$ cat src/hw/rtl/mf3_pkg.sv
package mf3_pkg;

    // Frame limits and the widths that follow from them.
    localparam int unsigned MAX_WIDTH  = 1024;
    localparam int unsigned MAX_HEIGHT = 4096;
    localparam int COL_W = $clog2(MAX_WIDTH);
    localparam int ROW_W = $clog2(MAX_HEIGHT);
    localparam int WID_W = COL_W + 1;
    localparam int HGT_W = ROW_W + 1;

    // Register field widths and reset values.
    localparam int LW_BITS    = 11;
    localparam int FH_BITS    = 13;
    localparam int CFG_DATA_W = 13;
    localparam int CFG_IDX_W  = 1;
    localparam int unsigned LINE_WIDTH_RST   = 640;
    localparam int unsigned FRAME_HEIGHT_RST = 480;

    localparam int PIX_W = 8;

    typedef logic [PIX_W-1:0] pix_t;
    typedef logic [COL_W-1:0] col_t;
    typedef logic [ROW_W-1:0] row_t;
    typedef logic [WID_W-1:0] wid_t;
    typedef logic [HGT_W-1:0] hgt_t;

    typedef enum logic {
        REQ_PIXEL = 1'b0,
        REQ_FLUSH = 1'b1
    } req_kind_t;

    typedef enum logic [CFG_IDX_W-1:0] {
        CFG_LINE_WIDTH   = 1'b0,
        CFG_FRAME_HEIGHT = 1'b1
    } cfg_idx_t;

    // Control word of an item after it has been accepted.
    typedef struct packed {
        logic valid_pix;   // pixel item: shifts the window, updates the line stores
        logic emit;        // the item produces a result
        logic from_store;  // result value is read back from a line store
        logic sel_lower;   // store read-back takes the lower store
        logic interior;    // result is a median, not a pass-through
        logic last;        // result closes the frame
        logic fwd;         // upper-store read is replaced by the pending write
        col_t col;
        pix_t pix;
    } stage_t;

    typedef struct packed {
        pix_t lo;
        pix_t mid;
        pix_t hi;
    } tri_t;

    function automatic wid_t clamp_width(logic [LW_BITS-1:0] v);
        logic [31:0] x;
        x = 32'(v);
        if (x == 32'd0)
        begin
            x = 32'd1;
        end
        else if (x > MAX_WIDTH)
        begin
            x = 32'(MAX_WIDTH);
        end
        return x[WID_W-1:0];
    endfunction

    function automatic hgt_t clamp_height(logic [FH_BITS-1:0] v);
        logic [31:0] x;
        x = 32'(v);
        if (x == 32'd0)
        begin
            x = 32'd1;
        end
        else if (x > MAX_HEIGHT)
        begin
            x = 32'(MAX_HEIGHT);
        end
        return x[HGT_W-1:0];
    endfunction

    function automatic pix_t max2(pix_t a, pix_t b);
        return (a > b) ? a : b;
    endfunction

    function automatic pix_t min2(pix_t a, pix_t b);
        return (a < b) ? a : b;
    endfunction

    function automatic tri_t sort3(pix_t a, pix_t b, pix_t c);
        pix_t l1;
        pix_t h1;
        pix_t h2;
        tri_t r;
        l1 = min2(a, b);
        h1 = max2(a, b);
        h2 = max2(h1, c);
        r.hi  = h2;
        r.lo  = min2(l1, min2(h1, c));
        r.mid = max2(l1, min2(h1, c));
        return r;
    endfunction

    function automatic pix_t max3(pix_t a, pix_t b, pix_t c);
        return max2(max2(a, b), c);
    endfunction

    function automatic pix_t min3(pix_t a, pix_t b, pix_t c);
        return min2(min2(a, b), c);
    endfunction

    function automatic pix_t med3(pix_t a, pix_t b, pix_t c);
        return max2(min2(a, b), min2(max2(a, b), c));
    endfunction

endpackage

$ cat src/hw/rtl/mf3_if.sv


interface mf3_cfg_if;
    import mf3_pkg::*;
    logic                  valid;
    logic                  ready;
    logic [CFG_IDX_W-1:0]  index;
    logic [CFG_DATA_W-1:0] data;

    modport source (output valid, output index, output data, input ready);
    modport sink (input valid, input index, input data, output ready);
endinterface

$ cat src/hw/rtl/mf3_ctrl.sv
module mf3_ctrl (
    input  logic             clk,
    input  logic             rst_n,
    mf3_cfg_if.sink          cfg,
    input  logic             acc,
    input  logic             adv,
    input  logic             req_type,
    input  mf3_pkg::pix_t    pixel,
    output mf3_pkg::col_t    rd_addr,
    output mf3_pkg::stage_t  b
);
    import mf3_pkg::*;

    wid_t   width_reg, width_next;
    hgt_t   height_reg, height_next;
    col_t   in_col_reg, in_col_next;
    row_t   in_row_reg, in_row_next;
    col_t   out_col_reg, out_col_next;
    row_t   out_row_reg, out_row_next;
    logic   done_reg, done_next;
    stage_t b_reg;
    stage_t item;

    logic flush;
    logic frame_start;
    col_t oc;
    row_t orow;
    logic in_col_end;
    logic in_row_end;
    logic out_col_end;
    logic out_row_end;
    logic pix_emit;
    logic interior;
    logic last;
    logic cfg_wr;

    assign cfg.ready = 1'b1;
    assign cfg_wr    = cfg.valid && cfg.ready;

    always_comb
    begin
        flush       = (req_type == REQ_FLUSH);
        frame_start = !flush && (in_col_reg == '0) && (in_row_reg == '0);
        oc          = frame_start ? '0 : out_col_reg;
        orow        = frame_start ? '0 : out_row_reg;
        rd_addr     = flush ? out_col_reg : in_col_reg;

        in_col_end  = ({1'b0, in_col_reg} + WID_W'(1)) >= width_reg;
        in_row_end  = ({1'b0, in_row_reg} + HGT_W'(1)) >= height_reg;
        out_col_end = ({1'b0, oc} + WID_W'(1)) >= width_reg;
        out_row_end = ({1'b0, orow} + HGT_W'(1)) >= height_reg;

        // A pixel yields a result once one line plus one pixel is buffered.
        pix_emit = (in_row_reg >= ROW_W'(2))
                   || ((in_row_reg == ROW_W'(1)) && (in_col_reg != '0));
        interior = (orow != '0) && (({1'b0, orow} + HGT_W'(2)) <= height_reg)
                   && (oc != '0) && (({1'b0, oc} + WID_W'(2)) <= width_reg);
        last     = out_row_end && out_col_end;

        item      = '0;
        item.col  = in_col_reg;
        item.pix  = pixel;
        item.fwd  = b_reg.valid_pix && (b_reg.col == rd_addr);

        width_next   = width_reg;
        height_next  = height_reg;
        in_col_next  = in_col_reg;
        in_row_next  = in_row_reg;
        out_col_next = out_col_reg;
        out_row_next = out_row_reg;
        done_next    = done_reg;

        if (acc)
        begin
            if (!flush)
            begin
                item.valid_pix = 1'b1;
                item.emit      = pix_emit;
                item.interior  = interior;
                item.last      = last;
                if (in_col_end)
                begin
                    in_col_next = '0;
                    in_row_next = in_row_end ? '0 : in_row_reg + ROW_W'(1);
                end
                else
                begin
                    in_col_next = in_col_reg + COL_W'(1);
                end
                done_next    = in_col_end && in_row_end;
                out_col_next = oc;
                out_row_next = orow;
            end
            else if (done_reg)
            begin
                item.emit       = 1'b1;
                item.from_store = 1'b1;
                item.sel_lower  = out_row_end;
                item.last       = last;
                if (last)
                begin
                    done_next = 1'b0;
                end
            end

            if (item.emit)
            begin
                if (last)
                begin
                    out_col_next = '0;
                    out_row_next = '0;
                end
                else if (out_col_end)
                begin
                    out_col_next = '0;
                    out_row_next = orow + ROW_W'(1);
                end
                else
                begin
                    out_col_next = oc + COL_W'(1);
                    out_row_next = orow;
                end
            end
        end

        if (cfg_wr)
        begin
            case (cfg_idx_t'(cfg.index))
                CFG_LINE_WIDTH:
                begin
                    width_next   = clamp_width(cfg.data[LW_BITS-1:0]);
                    in_col_next  = '0;
                    in_row_next  = '0;
                    out_col_next = '0;
                    out_row_next = '0;
                    done_next    = 1'b0;
                end
                CFG_FRAME_HEIGHT:
                begin
                    height_next  = clamp_height(cfg.data[FH_BITS-1:0]);
                    in_col_next  = '0;
                    in_row_next  = '0;
                    out_col_next = '0;
                    out_row_next = '0;
                    done_next    = 1'b0;
                end
                default:
                begin
                end
            endcase
        end
    end

    always_ff @(posedge clk or negedge rst_n)
    begin
        if (!rst_n)
        begin
            width_reg   <= clamp_width(LW_BITS'(LINE_WIDTH_RST));
            height_reg  <= clamp_height(FH_BITS'(FRAME_HEIGHT_RST));
            in_col_reg  <= '0;
            in_row_reg  <= '0;
            out_col_reg <= '0;
            out_row_reg <= '0;
            done_reg    <= 1'b0;
            b_reg       <= '0;
        end
        else
        begin
            width_reg   <= width_next;
            height_reg  <= height_next;
            in_col_reg  <= in_col_next;
            in_row_reg  <= in_row_next;
            out_col_reg <= out_col_next;
            out_row_reg <= out_row_next;
            done_reg    <= done_next;
            if (adv)
            begin
                b_reg <= acc ? item : '0;
            end
        end
    end

    assign b = b_reg;

endmodule

$ cat src/flat_wrapper.sv
// flat-port wrapper written by rule: the top's interface ports become plain ports
module mf3_ctrl_flat import mf3_pkg::*;
  (clk, rst_n, acc, adv, req_type, pixel, rd_addr, b, cfg_valid, cfg_index, cfg_data, cfg_ready);
  mf3_cfg_if cfg_i ();
  input  logic clk;
  input  logic rst_n;
  input  logic acc;
  input  logic adv;
  input  logic req_type;
  input  mf3_pkg::pix_t pixel;
  output mf3_pkg::col_t rd_addr;
  output mf3_pkg::stage_t b;
  input wire logic [$bits(cfg_i.valid)-1:0] cfg_valid;
  input wire logic [$bits(cfg_i.index)-1:0] cfg_index;
  input wire logic [$bits(cfg_i.data)-1:0] cfg_data;
  output wire logic [$bits(cfg_i.ready)-1:0] cfg_ready;
  assign cfg_i.valid = cfg_valid;
  assign cfg_i.index = cfg_index;
  assign cfg_i.data = cfg_data;
  assign cfg_ready = cfg_i.ready;
  mf3_ctrl u_core (.clk(clk), .rst_n(rst_n), .cfg(cfg_i), .acc(acc), .adv(adv), .req_type(req_type), .pixel(pixel), .rd_addr(rd_addr), .b(b));
endmodule
$ cat config.mk
export PLATFORM = sky130hd
export DESIGN_NAME = mf3_ctrl_flat
export DESIGN_NICKNAME = d
export VERILOG_FILES = /design/src/hw/rtl/mf3_pkg.sv /design/src/hw/rtl/mf3_if.sv /design/src/hw/rtl/mf3_ctrl.sv /design/src/flat_wrapper.sv
export SDC_FILE = /design/constraint.sdc
export NUM_CORES = 1
export LEC_CHECK = 0
export ABC_CLOCK_PERIOD_IN_PS = 4480
export BUFFER_PORTS_ARGS = -buffer_cell sky130_fd_sc_hd__clkbuf_2
export CAP_MARGIN = 20
export CORE_ASPECT_RATIO = 1.1
export CORE_MARGIN = 5
export CORE_UTILIZATION = 24
export DETAILED_ROUTE_END_ITERATION = 8
export SYNTH_ARGS = -nofsm -noshare
export SYNTH_HDL_FRONTEND = slang
export SYNTH_SLANG_ARGS = --single-unit
$ cat constraint.sdc
create_clock -name clk -period 4.48 [get_ports clk]
set_input_delay 0.448 -clock clk [delete_from_list [all_inputs] [get_ports clk]]
set_output_delay 0.448 -clock clk [all_outputs]
set_load 0.02 [all_outputs]
==> reports/metrics.cfg, run 1 <==
[run_status]
status=finished clean

[synth]
yosysWarnings=0
yosysTopAreaCellShare_pct=29.4
seq_area_frac_synth_pct=31.5
yosys_register_bits=94
synth.avg_cell_area_um2=8.37
synthCells=894
ys.flop_type=dfrtp_1
synthArstFlopShare_pct=100
syn_nets=1006
synth_area_leaders=dfrtp_1 (29%), ha_1 (14%), xnor2_1 (4.2%)
synth_edf_count=0
synth_area_mm2=0.00748
yosysUniqueCellTypes=71
yosysTopAreaCell=dfrtp_1

[placement]
dpl_cell_area_mm2=0.00834
dp_cells=1350
gp_congestion=0.890
detailedPlace.worstSlack_ns=-0.0500
hpwl_mm=16.9
portBuffers=62

[floorplanning]
io_pins=64
design.core.area_mm2=0.0306
start_util_pct=24.4
die_w_um=178
rows=67
dieArea_mm2=0.0348
die_height_um=195

[setup_path]
slowest_stage=or4_4
cp.required_ns=4.74
crit_chain=or4_4, nor3_4, nand3_2, buf_4, nand2_1, inv_1, ha_1, nand3_1, xnor2_1, nor2_1, ha_1, nand2_1, nor4_1, o31ai_1, a211oi_2, nand4bb_4, nand2b_1, a21bo_1
critPathBufInv=2
criticalPathCategory=reg -> reg
crit_arrival_ns=4.48
start_kind=flip-flop
critPathMaxFanout=6
crit_path_end_kind=flip-flop
max_stage_delay_ns=0.57
crit_family=simple AND/OR/NAND/NOR gates

[clock_network]
clk_latency_ns=0.36
cts_buffers=9
htreeDepth=3
path_clk_slew_ns=0.07
clock-sinks=94
cts_tree=yes
clk_path_buf_depth=2
root_buffer=clkbuf_16

[route]
drtIter0Drc=465
vias=6673
dr.pass1.iters=5
wl_mm=22.2
vias_per_cell=4.88
ant_nets=0
post_drt_wl_per_cell_um=16.2
drcViolationCount=0

[sta]
hold_violations=0
fin_crit_ns=4.22
maxSlewHeadroom_pct=32.9
setup_viol=0
final_max_slew_viol_count=0
finClkSkew_ns=0.00809
fmax_mhz=237
min_period_over_period_pct=94.2
rsz0062_at_grt=no
setup_tns_ns=0
worst_pin_slew_ns=1.00
setup_slack_ns=0.260

[global_route]
grt_max_degree=65
overflow=0
grt_use_total_pct=12.8
antenna_found_initial=0
grt_pass1_wl_mm=35.6
grt_pass1_vias=6547

[final_layout]
nNetsFinal=1061
largest_register_ffs=25
final_design_area_no_fill_mm2=0.00872
final_common_cell=dfrtp_1
insertedDiodeCount=0
utilization_pct=28.5
syn_to_final_growth_pct=16.5
drive_above_1_share_pct=15.9
stdcell_count=1368
layout_common_cells=dfrtp_1 (88), ha_1 (84), nor2_1 (81)

[power]
p_leak_uw=0.00394
power.density_mw_per_mm2=245
irDropWorstVdd_uv=159

[flow_run]
maxCapViolCount=0

[min_path]
min_path_type=in -> async

## cell usage after synthesis (all sizes together) (2+ instances only)
master and count:
a2111oi 4, a211o 2, a211oi 4, a21o 11, a21oi 44, a22o 13
a22oi 4, a31oi 10, and2 3, and3 11, buf 15, clkbuf 42
dfrtp 88, dfstp 6, ha 84, inv 66, mux2 12, nand2 75
nand2b 15, nand3 59, nand3b 9, nand4 16, nand4b 2, nand4bb 2
nor2 82, nor2b 5, nor3 22, nor3b 3, nor4 11, nor4b 3
o2111ai 2, o211ai 4, o21a 5, o21ai 55, o21bai 2, o22ai 3
o2bb2ai 2, o31ai 16, or3 3, or4 5, or4b 3, xnor2 36
xor2 20
## power breakdown
| part | internal [uW] | switching [uW] | leakage, uW | total (uW) |
|---|---|---|---|---|
| clock | 437 | 363 | 0.000143 | 800 |
| combinational | 147 | 275 | 0.00254 | 423 |
| sequential | 886 | 29.8 | 0.00126 | 916 |
| total | 1470 | 668 | 0.00394 | 2140 |
## repair_timing
item | CTS | global route
buffers inserted | 0 | 1
endpoints found under the hold margin | 0 | 0
hold buffers | 0 | 0
endpoints found under the setup margin | 0 | 20
resized for setup | 0 | 8
## per-layer routing
layer,GRT usage [%],vias to the layer above,wire (um)
li1,-,3260,-
met1,15.9,3219,9320
met2,21.8,149,11100
met3,1.61,45,765
met4,6.54,0,1000
met5,0,-,0
## kinds of logic (layout without fill, tap and decap cells)
kind of cell    count (synthesis)  in the layout  synth area share (%)
compound gates                191            191                  16.6
xor+xnor                       56             56                  6.56
fa+ha+maj                      85             85                  14.2
buf+inv                       123            182                  6.62
flops                          94             94                  31.5
mux                            12             12                  1.81
other cells                     1              1                0.0501
simple gates                  332            333                  22.7
## area by class of cell
type	instances	area [um^2]
Inverter	66	248
Multi-Input combinational cell	678	4690
Clock buffer	10	229
Sequential cell	94	2360
Timing Repair Buffer	100	598
Fill cell	3224	21900
Tap cell	414	518
Clock inverter	6	72.6
## worst paths after layout
kind	start	endpoint	slack (ns)	cells past startpoint
worst min-delay path	rst_n	u_core.b[3]	0.20	1
max in group asynchronous	rst_n	u_core.height_reg[7]	3.28	2
worst max register to register	u_core.in_row_reg[10]	u_core.out_row_reg[2]	0.26	18
worst min register to register	u_core.width_reg[2]	u_core.width_reg[2]	0.49	2
worst max-delay path	u_core.in_row_reg[10]	u_core.out_row_reg[2]	0.26	18
min in group clk	pixel[2]	u_core.b[2]	0.31	3
## worst register-to-register path, stage by stage, from the launching register on
cell and delay (ns):
dfrtp_1 0.43, or4_4 0.57, nor3_4 0.22, nand3_2 0.13
buf_4 0.19, nand2_1 0.09, inv_1 0.07, ha_1 0.22
nand3_1 0.25, xnor2_1 0.17, nor2_1 0.06, ha_1 0.29
nand2_1 0.08, nor4_1 0.26, o31ai_1 0.14, a211oi_2 0.38
nand4bb_4 0.28, nand2b_1 0.11, a21bo_1 0.19
## stage by stage
step	power, uW	hold WS (ns)
floorplan	1180	0.152
global placement	1340	0.470
detailed placement	1350	0.475
CTS	2160	0.236
global route	2240	0.278
finish	2140	0.200
Power figures use the tool's default switching activity.
==> run 2, diff against run 1 <==
--- a/config.mk
+++ b/config.mk
@@ -5,12 +5,13 @@
 export SDC_FILE = /design/constraint.sdc
 export NUM_CORES = 1
 export LEC_CHECK = 0
-export ABC_CLOCK_PERIOD_IN_PS = 4480
+export ABC_AREA = 1
 export BUFFER_PORTS_ARGS = -buffer_cell sky130_fd_sc_hd__clkbuf_2
 export CAP_MARGIN = 20
 export CORE_ASPECT_RATIO = 1.1
 export CORE_MARGIN = 5
 export CORE_UTILIZATION = 24
+export CTS_CLUSTER_SIZE = 8
 export DETAILED_ROUTE_END_ITERATION = 8
 export SYNTH_ARGS = -nofsm -noshare
 export SYNTH_HDL_FRONTEND = slang
==> run 2 against run 1 <==
- combinational power increased by 100%
- hold slack got worse by 0.025 ns
- clock skew increased by 0.0019 ns
- sequential power increased by 6.3%
- synthesized cell count increased by 9.3%
- critical endpoint is now u_core.out_row_reg[4]
- highest routed layer is now met5
- register-to-register slack improved by 0.13 ns
- first-iteration DRC count increased by 6.5%
- clock power decreased by 2.5%
==> reports/metrics.cfg, run 2 <==
[run_status]
status=finished clean

[sta]
setup_viol=0
hold_violations=0
worst_pin_slew_ns=0.942
finClkSkew_ns=0.00997
setup_tns_ns=0
rsz0062_at_grt=no
final_max_slew_viol_count=0
maxSlewHeadroom_pct=36.9
fmax_mhz=244
min_period_over_period_pct=91.4
fin_crit_ns=4.09

[setup_path]
reg2reg_to=u_core.out_row_reg[4]
max_stage_delay_ns=0.44
crit_path_end_kind=flip-flop
reg2reg_depth=25
crit_arrival_ns=4.37
r2r_start=u_core.in_col_reg[0]
start_kind=flip-flop
crit_top_cell=inv_1
reg2reg_setup_slack_ns=0.39
critPathMaxFanout=10
criticalPathCategory=reg -> reg
slowest_stage=dfrtp_1
cp.required_ns=4.76

[final_layout]
nNetsFinal=1148
insertedDiodeCount=0
syn_to_final_growth_pct=14.6
final_common_cell=nand2_1
fillers=3326
layout_common_cells=nand2_1 (197), inv_1 (128), dfrtp_1 (88)
utilization_pct=27.8
largest_register_ffs=25
drive_above_1_share_pct=13.6

[power]
p_int_uw=1590
pwr-share-seq_pct=37.3
netSwitchingFraction_pct=39.1
power.density_mw_per_mm2=309
finalPower_uw=2610
power_switching_uw=1020
p_leak_uw=0.00417
pwr-share-clk_pct=29.9
irDropWorstVdd_uv=205
combinationalPowerShare_pct=32.8

[clock_network]
clock-sinks=94
root_buffer=clkbuf_16
clk_latency_ns=0.36
path_clk_slew_ns=0.07
clk_path_buf_depth=2
cts_tree=yes
cts_buffers=9
htreeDepth=3
cts_setup_buffers=0

[synth]
synth_edf_count=0
yosysMostFrequentCell=nand2_1
synthArstFlopShare_pct=100
yosysTopAreaCell=dfrtp_1
yosysWarnings=0
synthCells=977
synth.avg_cell_area_um2=7.54
seq_area_frac_synth_pct=32.0
yosys_register_bits=94
synth_area_leaders=dfrtp_1 (30%), ha_1 (14%), nand2_1 (10%)
yosysTopAreaCellShare_pct=29.9
ys.flop_type=dfrtp_1
synthTopCellsByCount=nand2_1 (197), inv_1 (129), dfrtp_1 (88)
syn_nets=1089
yosysUniqueCellTypes=51
synth_area_mm2=0.00736

[route]
dr.pass1.iters=5
vias=6871
drcViolationCount=0
post_drt_wl_per_cell_um=15.5
vias_per_cell=4.72
drtIter0Drc=495
wl_mm=22.6
ant_nets=0

[min_path]
min_path_type=in -> async

[floorplanning]
dieArea_mm2=0.0343
rows=67
design.core.area_mm2=0.0303
start_util_pct=24.3
io_pins=64
die_w_um=177
die_height_um=194

[global_route]
antenna_found_initial=2
grt_max_degree=60
grt_pass1_vias=6780
grt_use_total_pct=13.1
overflow=0
grt_pass1_wl_mm=36.0

[flow_run]
maxCapViolCount=0

[placement]
gp_congestion=0.948
portBuffers=62
hpwl_mm=18.1

==> run 2: critical path: cells and delay by family (launching register included) <==
kind            cells  cell delay [ns]
simple gates       14             1.99
buf+inv             7             0.81
flops               1             0.44
compound gates      1             0.10
fa+ha+maj           3             0.69
==> run 2: what timing repair did <==
| action | CTS | global route |
|---|---|---|
| resized for setup | 0 | 5 |
| endpoints found under the setup margin | 0 | 16 |
| hold buffers | 0 | 0 |
==> run 2: worst max-delay path by stage <==
stage                               from  depth (start not counted)  slack (ns)               endpoint
floorplan           u_core.in_col_reg[0]                         27        0.98  u_core.out_row_reg[4]
finish              u_core.in_col_reg[0]                         25        0.39  u_core.out_row_reg[4]
detailed placement  u_core.in_col_reg[0]                         27        0.22  u_core.out_row_reg[4]
CTS                 u_core.in_col_reg[0]                         27        0.21  u_core.out_row_reg[4]
global placement    u_core.in_col_reg[0]                         27        0.30  u_core.out_row_reg[4]
global route        u_core.in_col_reg[0]                         25       0.002  u_core.out_col_reg[8]
==> run 2: area by class of cell <==
cell class	count	area (um^2)	share of cell area [%]
Clock buffer	9	225	2.67
Clock inverter	7	71.3	0.845
Inverter	146	551	6.52
Multi-Input combinational cell	717	4360	51.6
Sequential cell	94	2360	28.0
Tap cell	414	518	6.14
Timing Repair Buffer	68	358	4.24
==> run 2: logic make-up (layout without fill, tap and decap cells) <==
kind of cell | after synthesis | in the layout | synth area share, %
other cells | 1 | 1 | 0.0509
buf+inv | 166 | 230 | 9.02
simple gates | 415 | 415 | 26.1
xor+xnor | 36 | 36 | 4.38
fa+ha+maj | 84 | 84 | 14.3
compound gates | 181 | 181 | 14.1
flops | 94 | 94 | 32.0
==> run 2: power groups by stage <==
| stage | combinational (uW) | sequential [uW] | clock, uW |
|---|---|---|---|
| 6_report | 856 | 974 | 780 |
| 4_1_cts | 846 | 974 | 802 |
| 3_5_place_dp | 842 | 990 | 0 |
| 3_3_place_gp | 834 | 986 | 0 |
| 5_1_grt | 957 | 982 | 835 |
| 2_1_floorplan | 600 | 987 | 0 |
==> run 2: routing by layer <==
metal  wire (um)  share of wire [%]  up-vias  GRT usage, %
met2       10300                 45      197          20.9
met5          27               0.12        -             0
met4         701                3.1        4          4.82
met1       10300                 46     3218          17.3
met3        1280                5.7       56          2.85
li1            -                  -     3396             -
==> run 2: through the flow <==
| stage | std cells | hold slack (ns) | worst slack (ns) | cell area (um^2) |
|---|---|---|---|---|
| finish | 1455 | 0.175 | 0.386 | 8440 |
| global route | 1455 | 0.244 | 0.00187 | 8440 |
| CTS | 1455 | 0.199 | 0.214 | 8420 |
| detailed placement | 1439 | 0.471 | 0.224 | 8130 |
| global placement | 1439 | 0.467 | 0.295 | 8130 |
| floorplan | 977 | 0.152 | 0.983 | 7360 |
