==> config.mk <==
export PLATFORM = sky130hd
export DESIGN_NAME = mf3_median
export DESIGN_NICKNAME = d
export VERILOG_FILES = /design/src/hw/rtl/mf3_pkg.sv /design/src/hw/rtl/mf3_median.sv
export SDC_FILE = /design/constraint.sdc
export NUM_CORES = 1
export LEC_CHECK = 0
export BUFFER_PORTS_ARGS = -buffer_cell sky130_fd_sc_hd__buf_2
export CELL_PAD_IN_SITES_DETAIL_PLACEMENT = 1
export CELL_PAD_IN_SITES_GLOBAL_PLACEMENT = 1
export CORE_AREA = 2 2 221 223
export CTS_BUF_LIST = sky130_fd_sc_hd__clkbuf_8
export DETAILED_ROUTE_END_ITERATION = 6
export DIE_AREA = 0 0 223 225
export MAX_ROUTING_LAYER = met4
export PLACE_DENSITY = 0.65
export SYNTH_ARGS = -nofsm -noshare
export SYNTH_HDL_FRONTEND = slang
export SYNTH_SLANG_ARGS = --single-unit
==> constraint.sdc <==
create_clock -name clk -period 15.65 [get_ports clk]
set_input_delay 3.13 -clock clk [delete_from_list [all_inputs] [get_ports clk]]
set_output_delay 3.13 -clock clk [all_outputs]
set_load 0.1 [all_outputs]
==> src/hw/rtl/mf3_pkg.sv <==
package mf3_pkg;

    // Frame limits and the widths that follow from them.
    localparam int unsigned MAX_WIDTH  = 1024;
    localparam int unsigned MAX_HEIGHT = 4096;
    localparam int COL_W = $clog2(MAX_WIDTH);
    localparam int ROW_W = $clog2(MAX_HEIGHT);
    localparam int WID_W = COL_W + 1;
    localparam int HGT_W = ROW_W + 1;

    // Register field widths and reset values.
    localparam int LW_BITS    = 11;
    localparam int FH_BITS    = 13;
    localparam int CFG_DATA_W = 13;
    localparam int CFG_IDX_W  = 1;
    localparam int unsigned LINE_WIDTH_RST   = 640;
    localparam int unsigned FRAME_HEIGHT_RST = 480;

    localparam int PIX_W = 8;

    typedef logic [PIX_W-1:0] pix_t;
    typedef logic [COL_W-1:0] col_t;
    typedef logic [ROW_W-1:0] row_t;
    typedef logic [WID_W-1:0] wid_t;
    typedef logic [HGT_W-1:0] hgt_t;

    typedef enum logic {
        REQ_PIXEL = 1'b0,
        REQ_FLUSH = 1'b1
    } req_kind_t;

    typedef enum logic [CFG_IDX_W-1:0] {
        CFG_LINE_WIDTH   = 1'b0,
        CFG_FRAME_HEIGHT = 1'b1
    } cfg_idx_t;

    // Control word of an item after it has been accepted.
    typedef struct packed {
        logic valid_pix;   // pixel item: shifts the window, updates the line stores
        logic emit;        // the item produces a result
        logic from_store;  // result value is read back from a line store
        logic sel_lower;   // store read-back takes the lower store
        logic interior;    // result is a median, not a pass-through
        logic last;        // result closes the frame
        logic fwd;         // upper-store read is replaced by the pending write
        col_t col;
        pix_t pix;
    } stage_t;

    typedef struct packed {
        pix_t lo;
        pix_t mid;
        pix_t hi;
    } tri_t;

    function automatic wid_t clamp_width(logic [LW_BITS-1:0] v);
        logic [31:0] x;
        x = 32'(v);
        if (x == 32'd0)
        begin
            x = 32'd1;
        end
        else if (x > MAX_WIDTH)
        begin
            x = 32'(MAX_WIDTH);
        end
        return x[WID_W-1:0];
    endfunction

    function automatic hgt_t clamp_height(logic [FH_BITS-1:0] v);
        logic [31:0] x;
        x = 32'(v);
        if (x == 32'd0)
        begin
            x = 32'd1;
        end
        else if (x > MAX_HEIGHT)
        begin
            x = 32'(MAX_HEIGHT);
        end
        return x[HGT_W-1:0];
    endfunction

    function automatic pix_t max2(pix_t a, pix_t b);
        return (a > b) ? a : b;
    endfunction

    function automatic pix_t min2(pix_t a, pix_t b);
        return (a < b) ? a : b;
    endfunction

    function automatic tri_t sort3(pix_t a, pix_t b, pix_t c);
        pix_t l1;
        pix_t h1;
        pix_t h2;
        tri_t r;
        l1 = min2(a, b);
        h1 = max2(a, b);
        h2 = max2(h1, c);
        r.hi  = h2;
        r.lo  = min2(l1, min2(h1, c));
        r.mid = max2(l1, min2(h1, c));
        return r;
    endfunction

    function automatic pix_t max3(pix_t a, pix_t b, pix_t c);
        return max2(max2(a, b), c);
    endfunction

    function automatic pix_t min3(pix_t a, pix_t b, pix_t c);
        return min2(min2(a, b), c);
    endfunction

    function automatic pix_t med3(pix_t a, pix_t b, pix_t c);
        return max2(min2(a, b), min2(max2(a, b), c));
    endfunction

endpackage

==> src/hw/rtl/mf3_median.sv <==
module mf3_median (
    input  logic            clk,
    input  logic            rst_n,
    input  logic            adv,
    input  mf3_pkg::stage_t b,
    input  mf3_pkg::pix_t   up_val,
    input  mf3_pkg::pix_t   lo_val,
    output logic            res_valid,
    output mf3_pkg::pix_t   pixel_out,
    output logic            frame_last
);
    import mf3_pkg::*;

    pix_t win_reg [9];

    logic c_valid_reg;
    logic c_int_reg;
    logic c_last_reg;
    logic c_store_reg;
    pix_t c_sval_reg;

    logic m1_valid_reg;
    logic m1_int_reg;
    logic m1_last_reg;
    pix_t m1_pass_reg;
    tri_t m1_col_reg [3];

    logic m2_valid_reg;
    logic m2_int_reg;
    logic m2_last_reg;
    pix_t m2_pass_reg;
    pix_t m2_maxlo_reg;
    pix_t m2_medmid_reg;
    pix_t m2_minhi_reg;

    logic o_valid_reg;
    logic o_last_reg;
    pix_t o_pix_reg;

    // Window and stage-valid state.
    always_ff @(posedge clk or negedge rst_n)
    begin
        if (!rst_n)
        begin
            for (int i = 0; i < 9; i++)
            begin
                win_reg[i] <= '0;
            end
            c_valid_reg  <= 1'b0;
            m1_valid_reg <= 1'b0;
            m2_valid_reg <= 1'b0;
            o_valid_reg  <= 1'b0;
        end
        else if (adv)
        begin
            if (b.valid_pix)
            begin
                win_reg[0] <= win_reg[1];
                win_reg[1] <= win_reg[2];
                win_reg[2] <= up_val;
                win_reg[3] <= win_reg[4];
                win_reg[4] <= win_reg[5];
                win_reg[5] <= lo_val;
                win_reg[6] <= win_reg[7];
                win_reg[7] <= win_reg[8];
                win_reg[8] <= b.pix;
            end
            c_valid_reg  <= b.emit;
            m1_valid_reg <= c_valid_reg;
            m2_valid_reg <= m1_valid_reg;
            o_valid_reg  <= m2_valid_reg;
        end
    end

    // Sorting network payload: column sort, then max/median/min, then median of three.
    always_ff @(posedge clk)
    begin
        if (adv)
        begin
            c_int_reg   <= b.interior;
            c_last_reg  <= b.last;
            c_store_reg <= b.from_store;
            c_sval_reg  <= b.sel_lower ? lo_val : up_val;

            m1_int_reg  <= c_int_reg;
            m1_last_reg <= c_last_reg;
            m1_pass_reg <= c_store_reg ? c_sval_reg : win_reg[4];
            for (int k = 0; k < 3; k++)
            begin
                m1_col_reg[k] <= sort3(win_reg[k], win_reg[k+3], win_reg[k+6]);
            end

            m2_int_reg    <= m1_int_reg;
            m2_last_reg   <= m1_last_reg;
            m2_pass_reg   <= m1_pass_reg;
            m2_maxlo_reg  <= max3(m1_col_reg[0].lo, m1_col_reg[1].lo, m1_col_reg[2].lo);
            m2_medmid_reg <= med3(m1_col_reg[0].mid, m1_col_reg[1].mid, m1_col_reg[2].mid);
            m2_minhi_reg  <= min3(m1_col_reg[0].hi, m1_col_reg[1].hi, m1_col_reg[2].hi);

            o_last_reg <= m2_last_reg;
            o_pix_reg  <= m2_int_reg ? med3(m2_maxlo_reg, m2_medmid_reg, m2_minhi_reg)
                                     : m2_pass_reg;
        end
    end

    assign res_valid  = o_valid_reg;
    assign pixel_out  = o_pix_reg;
    assign frame_last = o_last_reg;

endmodule
==> results of run 1 <==
==> final cells by class <==
cell class              instances  area share (%)
repair buffers                 46            1.57
well taps                     615            4.86
multi-input cells             970            47.5
flip-flops and latches        212            37.8
clock buffers                  43            3.74
clock inverters                28            1.12
inverters                     143            3.39
==> path summary, 6_finish.rpt <==
path,from,endpoint,cells past startpoint
max,win_reg[37],m1_col_reg[0][35],23
min,m1_pass_reg[2],m2_pass_reg[2],0
max reg2reg,win_reg[37],m1_col_reg[0][35],23
min reg2reg,m1_pass_reg[2],m2_pass_reg[2],0
max in group asynchronous,rst_n,win_reg[18],1
min in group asynchronous,rst_n,win_reg[53],1
==> cells by family after synthesis <==
family	count (synthesis)	share of synthesized area, %
compound gates	323	14.8
fa+ha+maj	148	13.0
flops	212	42.1
mux	181	13.8
simple gates	318	11.3
buf+inv	184	5.04
==> metal layers <==
layer / track usage, % / up-vias / share of wire (%)
li1: - / 5140 / -
met1: 20.7 / 5229 / 46
met2: 27.0 / 168 / 48
met3: 2.36 / 54 / 3.6
met4: 4.42 / 0 / 2.3
met5: - / - / 0
==> metrics by stage <==
stage / worst slack [ns] / util (%) / cells
after CTS: 8.55 / 33.3 / 2057
after floorplan: 10.28 / - / 1366
after detailed placement: 8.61 / 31.7 / 1986
after global routing: 8.05 / 33.3 / 2057
after global placement: 8.74 / 31.7 / 1986
final: 8.48 / 33.3 / 2057
==> critical path: stages, from the launching register on <==
cell and delay (ns):
dfrtp_1 0.40, inv_1 0.23, ha_1 0.30, a21o_1 0.18, a21o_1 0.19, a21oi_1 0.68, nor2_1 0.37, o21a_1 0.30
or2_2 0.32, ha_1 0.29, nor2b_1 0.13, o21a_1 0.16, o21ai_0 0.13, a21oi_1 0.16, or2_1 0.45, o31ai_1 0.60
ha_1 0.36, a21o_1 0.18, a21o_1 0.18, a21oi_1 0.19, or2_2 0.14, o21ai_1 0.25, or2_2 0.42, o221ai_1 0.34
==> layout by cell type, fill, tap and decap left out, types with 28 or more instances in the layout <==
cell type / instances
inv_1: 153
ha_1: 148
edfxtp_1: 136
nand2_1: 117
mux2_2: 117
o21ai_0: 99
dfrtp_1: 76
a21oi_1: 65
mux2i_1: 64
nand4_1: 47
clkbuf_8: 43
buf_2: 40
nor2_1: 28
==> out/qor.csv, run 1 <==
metric,value,unit
Critical Path RT,15.97,ns
Post-synth EDFFs,136,
register area,5990,um^2
Least-Margin Pin Slew,1.17,ns
Antenna Nets Post-Route,0,
largest net degree at the start of global routing,106,
most frequently used flop master after synthesis,edfxtp_1,
vias in the first global route,11000,
Slew HR,22.3,%
Synth cell types,57,
fmax,140,MHz
CTS Hold Bufs,0,
initial antenna violation count,1,
die area,50200,um^2
CTS tree,built,
Synth area leader,edfxtp_1,
die width,223,um
top-count cell post-synth,ha_1,
Worst Path Arrival,7.48,ns
"Setup Fix Bufs, Post-CTS",0,
YS warnings,0,
DRC violations left,0,
skew final,0.0274,ns
area of the multi-input gates,7520,um^2
"Clk Latency, worst-skew pair",0.56,ns
TNS Setup,0,ns
Critical Path Fanout Max,16,
Async SR Flop Fraction,35.8,%
# diodes,0,
Synth Instances,1366,
Nets,1605,
Rows,80,
run status,completed,
vias per inst,5.15,
Initial Util,29.9,%
Post-DP Area,15100,um^2
# setup viols final,0,
Post-CTS Resized,0,
H-tree depth,2,
"Hold Violations, Final",0,
CTS root buf,clkbuf_8,
port bufs,42,
initial DRC count,457,
first-pass GRT wire length,61.4,mm
hold slack,0.416,ns
Die Y,225,um
final WL,39.5,mm
TritonRoute pass-1 iters,4,
fillers,5354,
period utilization,45.8,%
Final Critical Period,7.17,ns
RSZ-0062 raised after global routing,no,
"Reg clk slew, reported paths",0.06,ns
clock sink total,212,
Area Growth Syn to Fin,11.4,%
clock buffer count from CTS,40,
drt wl/cell,19.2,um
CP startpoint kind,flop,
layout cells sized above 1,17.6,%
final instance area,15800,um^2
Clock Path Buffers,3,
grt total ovfl,0,
crit path kind,flop to flop,
Synth top cells by count,"148 x ha_1, 142 x inv_1, 136 x edfxtp_1",
via count,10600,
Post-Syn Nets,1558,
cell area after synthesis,14200,um^2
RePlAce Congestion,0.877,
Core Region,47500,um^2
"Slew Viols, Final",0,
I/O pin total,54,
Synth area leaders,"edfxtp_1 29%, dfrtp_1 13%, ha_1 13%, mux2_2 9.3%, mux2i_1 4.5%",
DP HPWL,31.1,mm
synthesized area per cell,10.4,um^2
CP Capture Type,flop,
Register-to-Register Setup Slack,8.48,ns
max capacitance violation total,0,
sequential area share after synthesis,42.1,%
"FF+latch count, synth",212,
worst hold path class,flop to flop,
Global Route Usage Sum,16.2,%
top cell type's share of synthesized area,28.7,%
Power of run 1 is not shown: default switching activity piles up to over one toggle a cycle in this logic, so the estimate is an artifact.
==> run 2: changes to the inputs <==
clock period = 7 ns   (was 15.65 ns; I/O delays follow)
==> run 2 against run 1 <==
  * Cell area is 0.34% higher
  * Global-route usage hardly changed
  * Cell count about the same
  * Sequential share of layout area is 0.13 points lower
  * Worst hold slack better by 0.012 ns
  * Critical endpoint unchanged
  * Die area unchanged
  * Sequential cell count unchanged
  * Critical path depth did not move
==> out/qor.csv, run 2 (same netlist as run 1, synthesis figures left out) <==
metric,value,unit,change
Critical Path Fanout Max,16,,unchanged
fillers,5363,,was 5354
max capacitance violation total,0,,unchanged
initial DRC count,491,,was 457
Clock Path Buffers,3,,unchanged
"Slowest-stage cell, CP",o31ai_1,,was a21oi_1
TritonRoute pass-1 iters,5,,was 4
Initial Util,29.9,%,unchanged
"Clk Latency, worst-skew pair",0.56,ns,about the same
initial antenna violation count,1,,unchanged
period utilization,94.5,%,was 45.8%
Least-Margin Pin Slew,1.10,ns,was 1.17 ns
DP HPWL,31.4,mm,was 31.1 mm
run status,completed,,unchanged
Crit path top cell by count,ha_1,,was a21o_1
I/O pin total,54,,unchanged
register area,5990,um^2,unchanged
die area,50200,um^2,unchanged
Critical Path RT,7.29,ns,was 15.97 ns
Final Critical Period,6.61,ns,was 7.17 ns
largest net degree at the start of global routing,106,,unchanged
Finished Layout Cells,2056,,was 2057
grt total ovfl,0,,unchanged
crit path kind,flop to flop,,unchanged
skew final,0.0368,ns,was 0.0274 ns
crit-path cells,"inv_1, ha_1, nand4_1, buf_4, nor2_1, a211oi_1, buf_4, nor3_1, a21oi_1, inv_1, ha_1, nor2b_1, o21ai_0, nand2b_1, or2_1, o31ai_1, ha_1, a21o_1, a21o_1, a21oi_1, o21a_1, o21ai_0, o221ai_1",,"was inv_1, ha_1, a21o_1, a21o_1, a21oi_1, nor2_1, o21a_1, or2_2, ha_1, nor2b_1, o21a_1, o21ai_0, a21oi_1, or2_1, o31ai_1, ha_1, a21o_1, a21o_1, a21oi_1, or2_2, o21ai_1, or2_2, o221ai_1"
DRC violations left,0,,unchanged
CTS tree,built,,unchanged
Worst Path Arrival,6.90,ns,was 7.48 ns
fmax,151,MHz,was 140 MHz
clock sink total,212,,unchanged
most frequent cells in the layout,"154 x inv_1, 148 x ha_1, 136 x edfxtp_1",,"was 153 x inv_1, 148 x ha_1, 136 x edfxtp_1"
worst hold path class,flop to flop,,unchanged
CTS root buf,clkbuf_8,,unchanged
"Reg clk slew, reported paths",0.06,ns,about the same
vias in the first global route,11100,,was 11000
CP Capture Type,flop,,unchanged
Die Y,225,um,unchanged
Rows,80,,unchanged
via count,10600,,about the same
Core Region,47500,um^2,unchanged
vias per inst,5.18,,was 5.15
Slew HR,26.5,%,was 22.3%
final instance area,15900,um^2,was 15800 um^2
clock buffer count from CTS,38,,was 40
"Hold Violations, Final",0,,unchanged
# setup viols final,0,,unchanged
"most common cell after layout, fill and taps aside",inv_1,,unchanged
cell count after placement,1991,,was 1986
area of the multi-input gates,7540,um^2,was 7520 um^2
port bufs,42,,unchanged
TNS Setup,0,ns,unchanged
max incr delay on CP,0.56,ns,was 0.68 ns
first-pass GRT wire length,61.4,mm,about the same
Post-DP Area,15100,um^2,about the same
layout cells sized above 1,18.1,%,was 17.6%
CP startpoint kind,flop,,unchanged
final WL,39.9,mm,was 39.5 mm
Area Growth Syn to Fin,11.8,%,was 11.4%
RSZ-0062 raised after global routing,no,,unchanged
RePlAce Congestion,0.903,,was 0.877
drt wl/cell,19.4,um,was 19.2 um
"Setup Fix Bufs, Post-CTS",0,,unchanged
Global Route Usage Sum,16.2,%,about the same
"Slew Viols, Final",0,,unchanged
Antenna Nets Post-Route,0,,unchanged
# diodes,0,,unchanged
H-tree depth,2,,unchanged
Nets,1608,,was 1605
die width,223,um,unchanged
==> run 2: cell types whose count changed in the layout (fill, tap and decap cells not counted), moves of 2 or more <==
cell / change
buf_4: +5
clkinv_2: -4
clkinv_1: -3
nor2_1: -2
nor2_2: +2
o31ai_1: -2
o31ai_2: +2
==> run 2: worst paths after layout <==
| path | end | slack, ns | start | depth (start not counted) |
|---|---|---|---|---|
| worst max-delay path | m1_col_reg[0][35] | 0.39 | win_reg[39] | 23 |
| worst min-delay path | frame_last | 0.43 | m2_last_reg | 0 |
| worst max register to register | m1_col_reg[0][35] | 0.39 | win_reg[39] | 23 |
| worst min register to register | frame_last | 0.43 | m2_last_reg | 0 |
| max in group asynchronous | win_reg[13] | 5.35 | rst_n | 1 |
| min in group asynchronous | win_reg[31] | 1.02 | rst_n | 1 |
==> run 2: cell type report <==
type / count / share of cell area (%)
clock buffer: 42 / 3.64
clock inverter: 23 / 1.13
inverter: 143 / 3.38
multi-input combinational: 970 / 47.5
sequential: 212 / 37.7
tap: 615 / 4.85
timing repair buffer: 51 / 1.80
==> run 2: critical path: cells and delay by family, from the launching register on <==
| kind | cells | cell delay [ns] |
|---|---|---|
| AND/OR/NAND/NOR | 6 | 0.95 |
| flip-flops | 1 | 0.40 |
| AO/OA/AOI/OAI | 10 | 3.20 |
| buffers and inverters | 4 | 0.80 |
| adder cells (fa/ha/maj) | 3 | 0.99 |
==> run 2: what timing repair did <==
action / in CTS / in global routing
endpoints found under the setup margin: 0 / 13
gates resized for setup: 0 / 8
hold endpoints to repair: 0 / 0
hold buffers: 0 / 0
==> run 2: metrics by stage <==
step	setup WS [ns]	hold WS, ns	utilization (%)
2_1_floorplan	1.63	0.400	-
3_3_place_gp	0.617	0.400	31.8
3_5_place_dp	0.419	0.414	31.8
4_1_cts	0.327	0.432	33.3
5_1_grt	0.0891	0.431	33.4
6_report	0.388	0.428	33.4
==> run 2: layer usage <==
metal	up-vias	routed length, um	track usage [%]	share of wire [%]
met5	-	0	-	0
met4	0	901	4.33	2.3
met1	5310	18400	20.3	46
li1	5145	-	-	-
met2	135	19400	27.0	49
met3	57	1250	2.72	3.1
Power of run 2 is left out for the same reason.
==> run 3: changes to the inputs <==
PLACE_DENSITY = 0.5   (was 0.65)
==> run 3 against run 2 <==
  * Clock skew rose by 0.010 ns
  * Worst hold slack got worse by 0.010 ns
  * Sequential share of layout area fell by 0.20 points
  * Wire length rose by 5.6%
  * Sequential cell count did not move
  * Critical path type unchanged
==> out/qor.csv, run 3 (same netlist as run 1, synthesis figures left out) <==
metric,value,unit,change
final WL,42.1,mm,was 39.9 mm
# setup viols final,0,,unchanged
die width,223,um,unchanged
"Reg clk slew, reported paths",0.06,ns,about the same
hold slack,0.418,ns,was 0.428 ns
DRC violations left,0,,unchanged
via count,10500,,was 10600
CP top delay family,compound AO/OA/AOI/OAI gates,,unchanged
I/O pin total,54,,unchanged
"Clk Latency, worst-skew pair",0.60,ns,was 0.56 ns
drt wl/cell,20.3,um,was 19.4 um
initial DRC count,420,,was 491
register area,5990,um^2,unchanged
Crit path top cell by count,a21o_1,,was ha_1
hold endpoint,m2_pass_reg[1],,was frame_last
R2R Path Start,win_reg[25],,was win_reg[39]
skew final,0.0471,ns,was 0.0368 ns
crit path kind,flop to flop,,unchanged
Area Growth Syn to Fin,12.4,%,was 11.8%
Post-CTS Resized,0,,unchanged
Final Critical Period,6.37,ns,was 6.61 ns
Global Route Usage Sum,17.6,%,was 16.2%
Nets,1624,,was 1608
DP HPWL,33.3,mm,was 31.4 mm
area of the multi-input gates,7520,um^2,was 7540 um^2
Hold Crit Depth,0,,unchanged
CP Capture Type,flop,,unchanged
H-tree depth,2,,unchanged
CTS tree,built,,unchanged
Critical Path RT,7.32,ns,was 7.29 ns
Slew HR,27.8,%,was 26.5%
max incr delay on CP,0.58,ns,was 0.56 ns
Rows,80,,unchanged
"Slew Viols, Final",0,,unchanged
period utilization,91.1,%,was 94.5%
initial antenna violation count,1,,unchanged
Initial Util,29.9,%,unchanged
fillers,5303,,was 5363
worst path bufs/invs,3,,was 4
grt total ovfl,0,,unchanged
vias in the first global route,11100,,about the same
crit-path cells,"inv_1, ha_1, nor2b_1, o21a_1, o21a_1, o211ai_1, nand2_2, mux2i_1, inv_1, ha_1, a21o_1, a21o_1, a21oi_1, and2_1, a31oi_1, inv_1, ha_1, a21o_1, a21o_1, a21oi_1, o21a_1, o21ai_0, o221ai_1",,"was inv_1, ha_1, nand4_1, buf_4, nor2_1, a211oi_1, buf_4, nor3_1, a21oi_1, inv_1, ha_1, nor2b_1, o21ai_0, nand2b_1, or2_1, o31ai_1, ha_1, a21o_1, a21o_1, a21oi_1, o21a_1, o21ai_0, o221ai_1"
"Slowest-stage cell, CP",mux2i_1,,was o31ai_1
Hold Crit Start,m1_pass_reg[1],,was m2_last_reg
"Hold Violations, Final",0,,unchanged
max capacitance violation total,0,,unchanged
Critical Path Fanout Max,12,,was 16
die area,50200,um^2,unchanged
FF-to-FF path depth,23,,unchanged
# diodes,0,,unchanged
vias per inst,5.05,,was 5.18
clock buffer count from CTS,40,,was 38
run status,completed,,unchanged
RePlAce Congestion,0.832,,was 0.903
Clock Path Buffers,3,,unchanged
most frequent cells in the layout,"155 x inv_1, 148 x ha_1, 136 x edfxtp_1",,"was 154 x inv_1, 148 x ha_1, 136 x edfxtp_1"
worst hold path class,flop to flop,,unchanged
first-pass GRT wire length,65.3,mm,was 61.4 mm
Register-to-Register Setup Slack,0.63,ns,was 0.39 ns
"most common cell after layout, fill and taps aside",inv_1,,unchanged
fmax,157,MHz,was 151 MHz
CTS root buf,clkbuf_8,,unchanged
Least-Margin Pin Slew,1.08,ns,was 1.10 ns
CTS Hold Bufs,0,,unchanged
layout cells sized above 1,18.5,%,was 18.1%
CP startpoint kind,flop,,unchanged
Antenna Nets Post-Route,0,,unchanged
Die Y,225,um,unchanged
Worst Path Arrival,6.70,ns,was 6.90 ns
TritonRoute pass-1 iters,4,,was 5
port bufs,42,,unchanged
"Setup Fix Bufs, Post-CTS",0,,unchanged
clock sink total,212,,unchanged
TNS Setup,0,ns,unchanged
RSZ-0062 raised after global routing,no,,unchanged
Core Region,47500,um^2,unchanged
largest net degree at the start of global routing,106,,unchanged
reg-to-reg endpoint,m1_col_reg[0][56],,was m1_col_reg[0][35]
==> run 3: cell types whose count changed in the layout (fill, tap and decap cells not counted), moves of 3 or more <==
cell and change:
buf_4 +14, bufinv_16 -3, clkbuf_8 +7, clkinv_1 +4, clkinvlp_4 -3
==> run 3: area by class of cell <==
| cell class | count | area share (%) |
|---|---|---|
| multi-input cells | 970 | 47.1 |
| flip-flops and latches | 212 | 37.5 |
| well taps | 615 | 4.82 |
| clock buffers | 49 | 4.22 |
| inverters | 143 | 3.36 |
| repair buffers | 65 | 2.45 |
| clock inverters | 23 | 0.572 |
==> run 3: worst reg2reg max path, stage by stage, from the launching register on <==
cell      delay, ns
dfrtp_1        0.40
inv_1          0.10
ha_1           0.31
nor2b_1        0.13
o21a_1         0.17
o21a_1         0.27
o211ai_1       0.35
nand2_2        0.22
mux2i_1        0.58
inv_1          0.16
ha_1           0.22
a21o_1         0.15
a21o_1         0.17
a21oi_1        0.28
and2_1         0.35
a31oi_1        0.19
inv_1          0.09
ha_1           0.23
a21o_1         0.18
a21o_1         0.17
a21oi_1        0.19
o21a_1         0.39
o21ai_0        0.35
o221ai_1       0.49
==> run 3: metrics by stage <==
step                setup slack, ns  cells  util (%)  cell area, um^2
floorplan                      1.63   1366         -            14200
global placement              0.782   2005      32.0            15200
detailed placement            0.686   2005      32.0            15200
CTS                           0.645   2077      33.6            16000
global route                 0.0452   2077      33.6            16000
finish                        0.626   2077      33.6            16000
==> run 3: worst max-delay path by stage <==
stage	from	end	cells past startpoint
after global routing	win_reg[47]	m1_col_reg[0][8]	21
after CTS	win_reg[33]	m1_col_reg[0][34]	24
final	win_reg[25]	m1_col_reg[0][56]	23
after floorplan	win_reg[33]	m1_col_reg[0][42]	25
after detailed placement	win_reg[25]	m1_col_reg[0][56]	23
after global placement	win_reg[25]	m1_col_reg[0][56]	23
==> run 3: metal layers <==
| metal | track usage [%] | up-vias | wire length (um) |
|---|---|---|---|
| li1 | - | 5167 | - |
| met1 | 23.1 | 5161 | 20100 |
| met2 | 28.8 | 119 | 19900 |
| met3 | 2.59 | 51 | 1420 |
| met4 | 4.09 | 0 | 760 |
| met5 | - | - | 0 |
Power of run 3 is left out for the same reason.
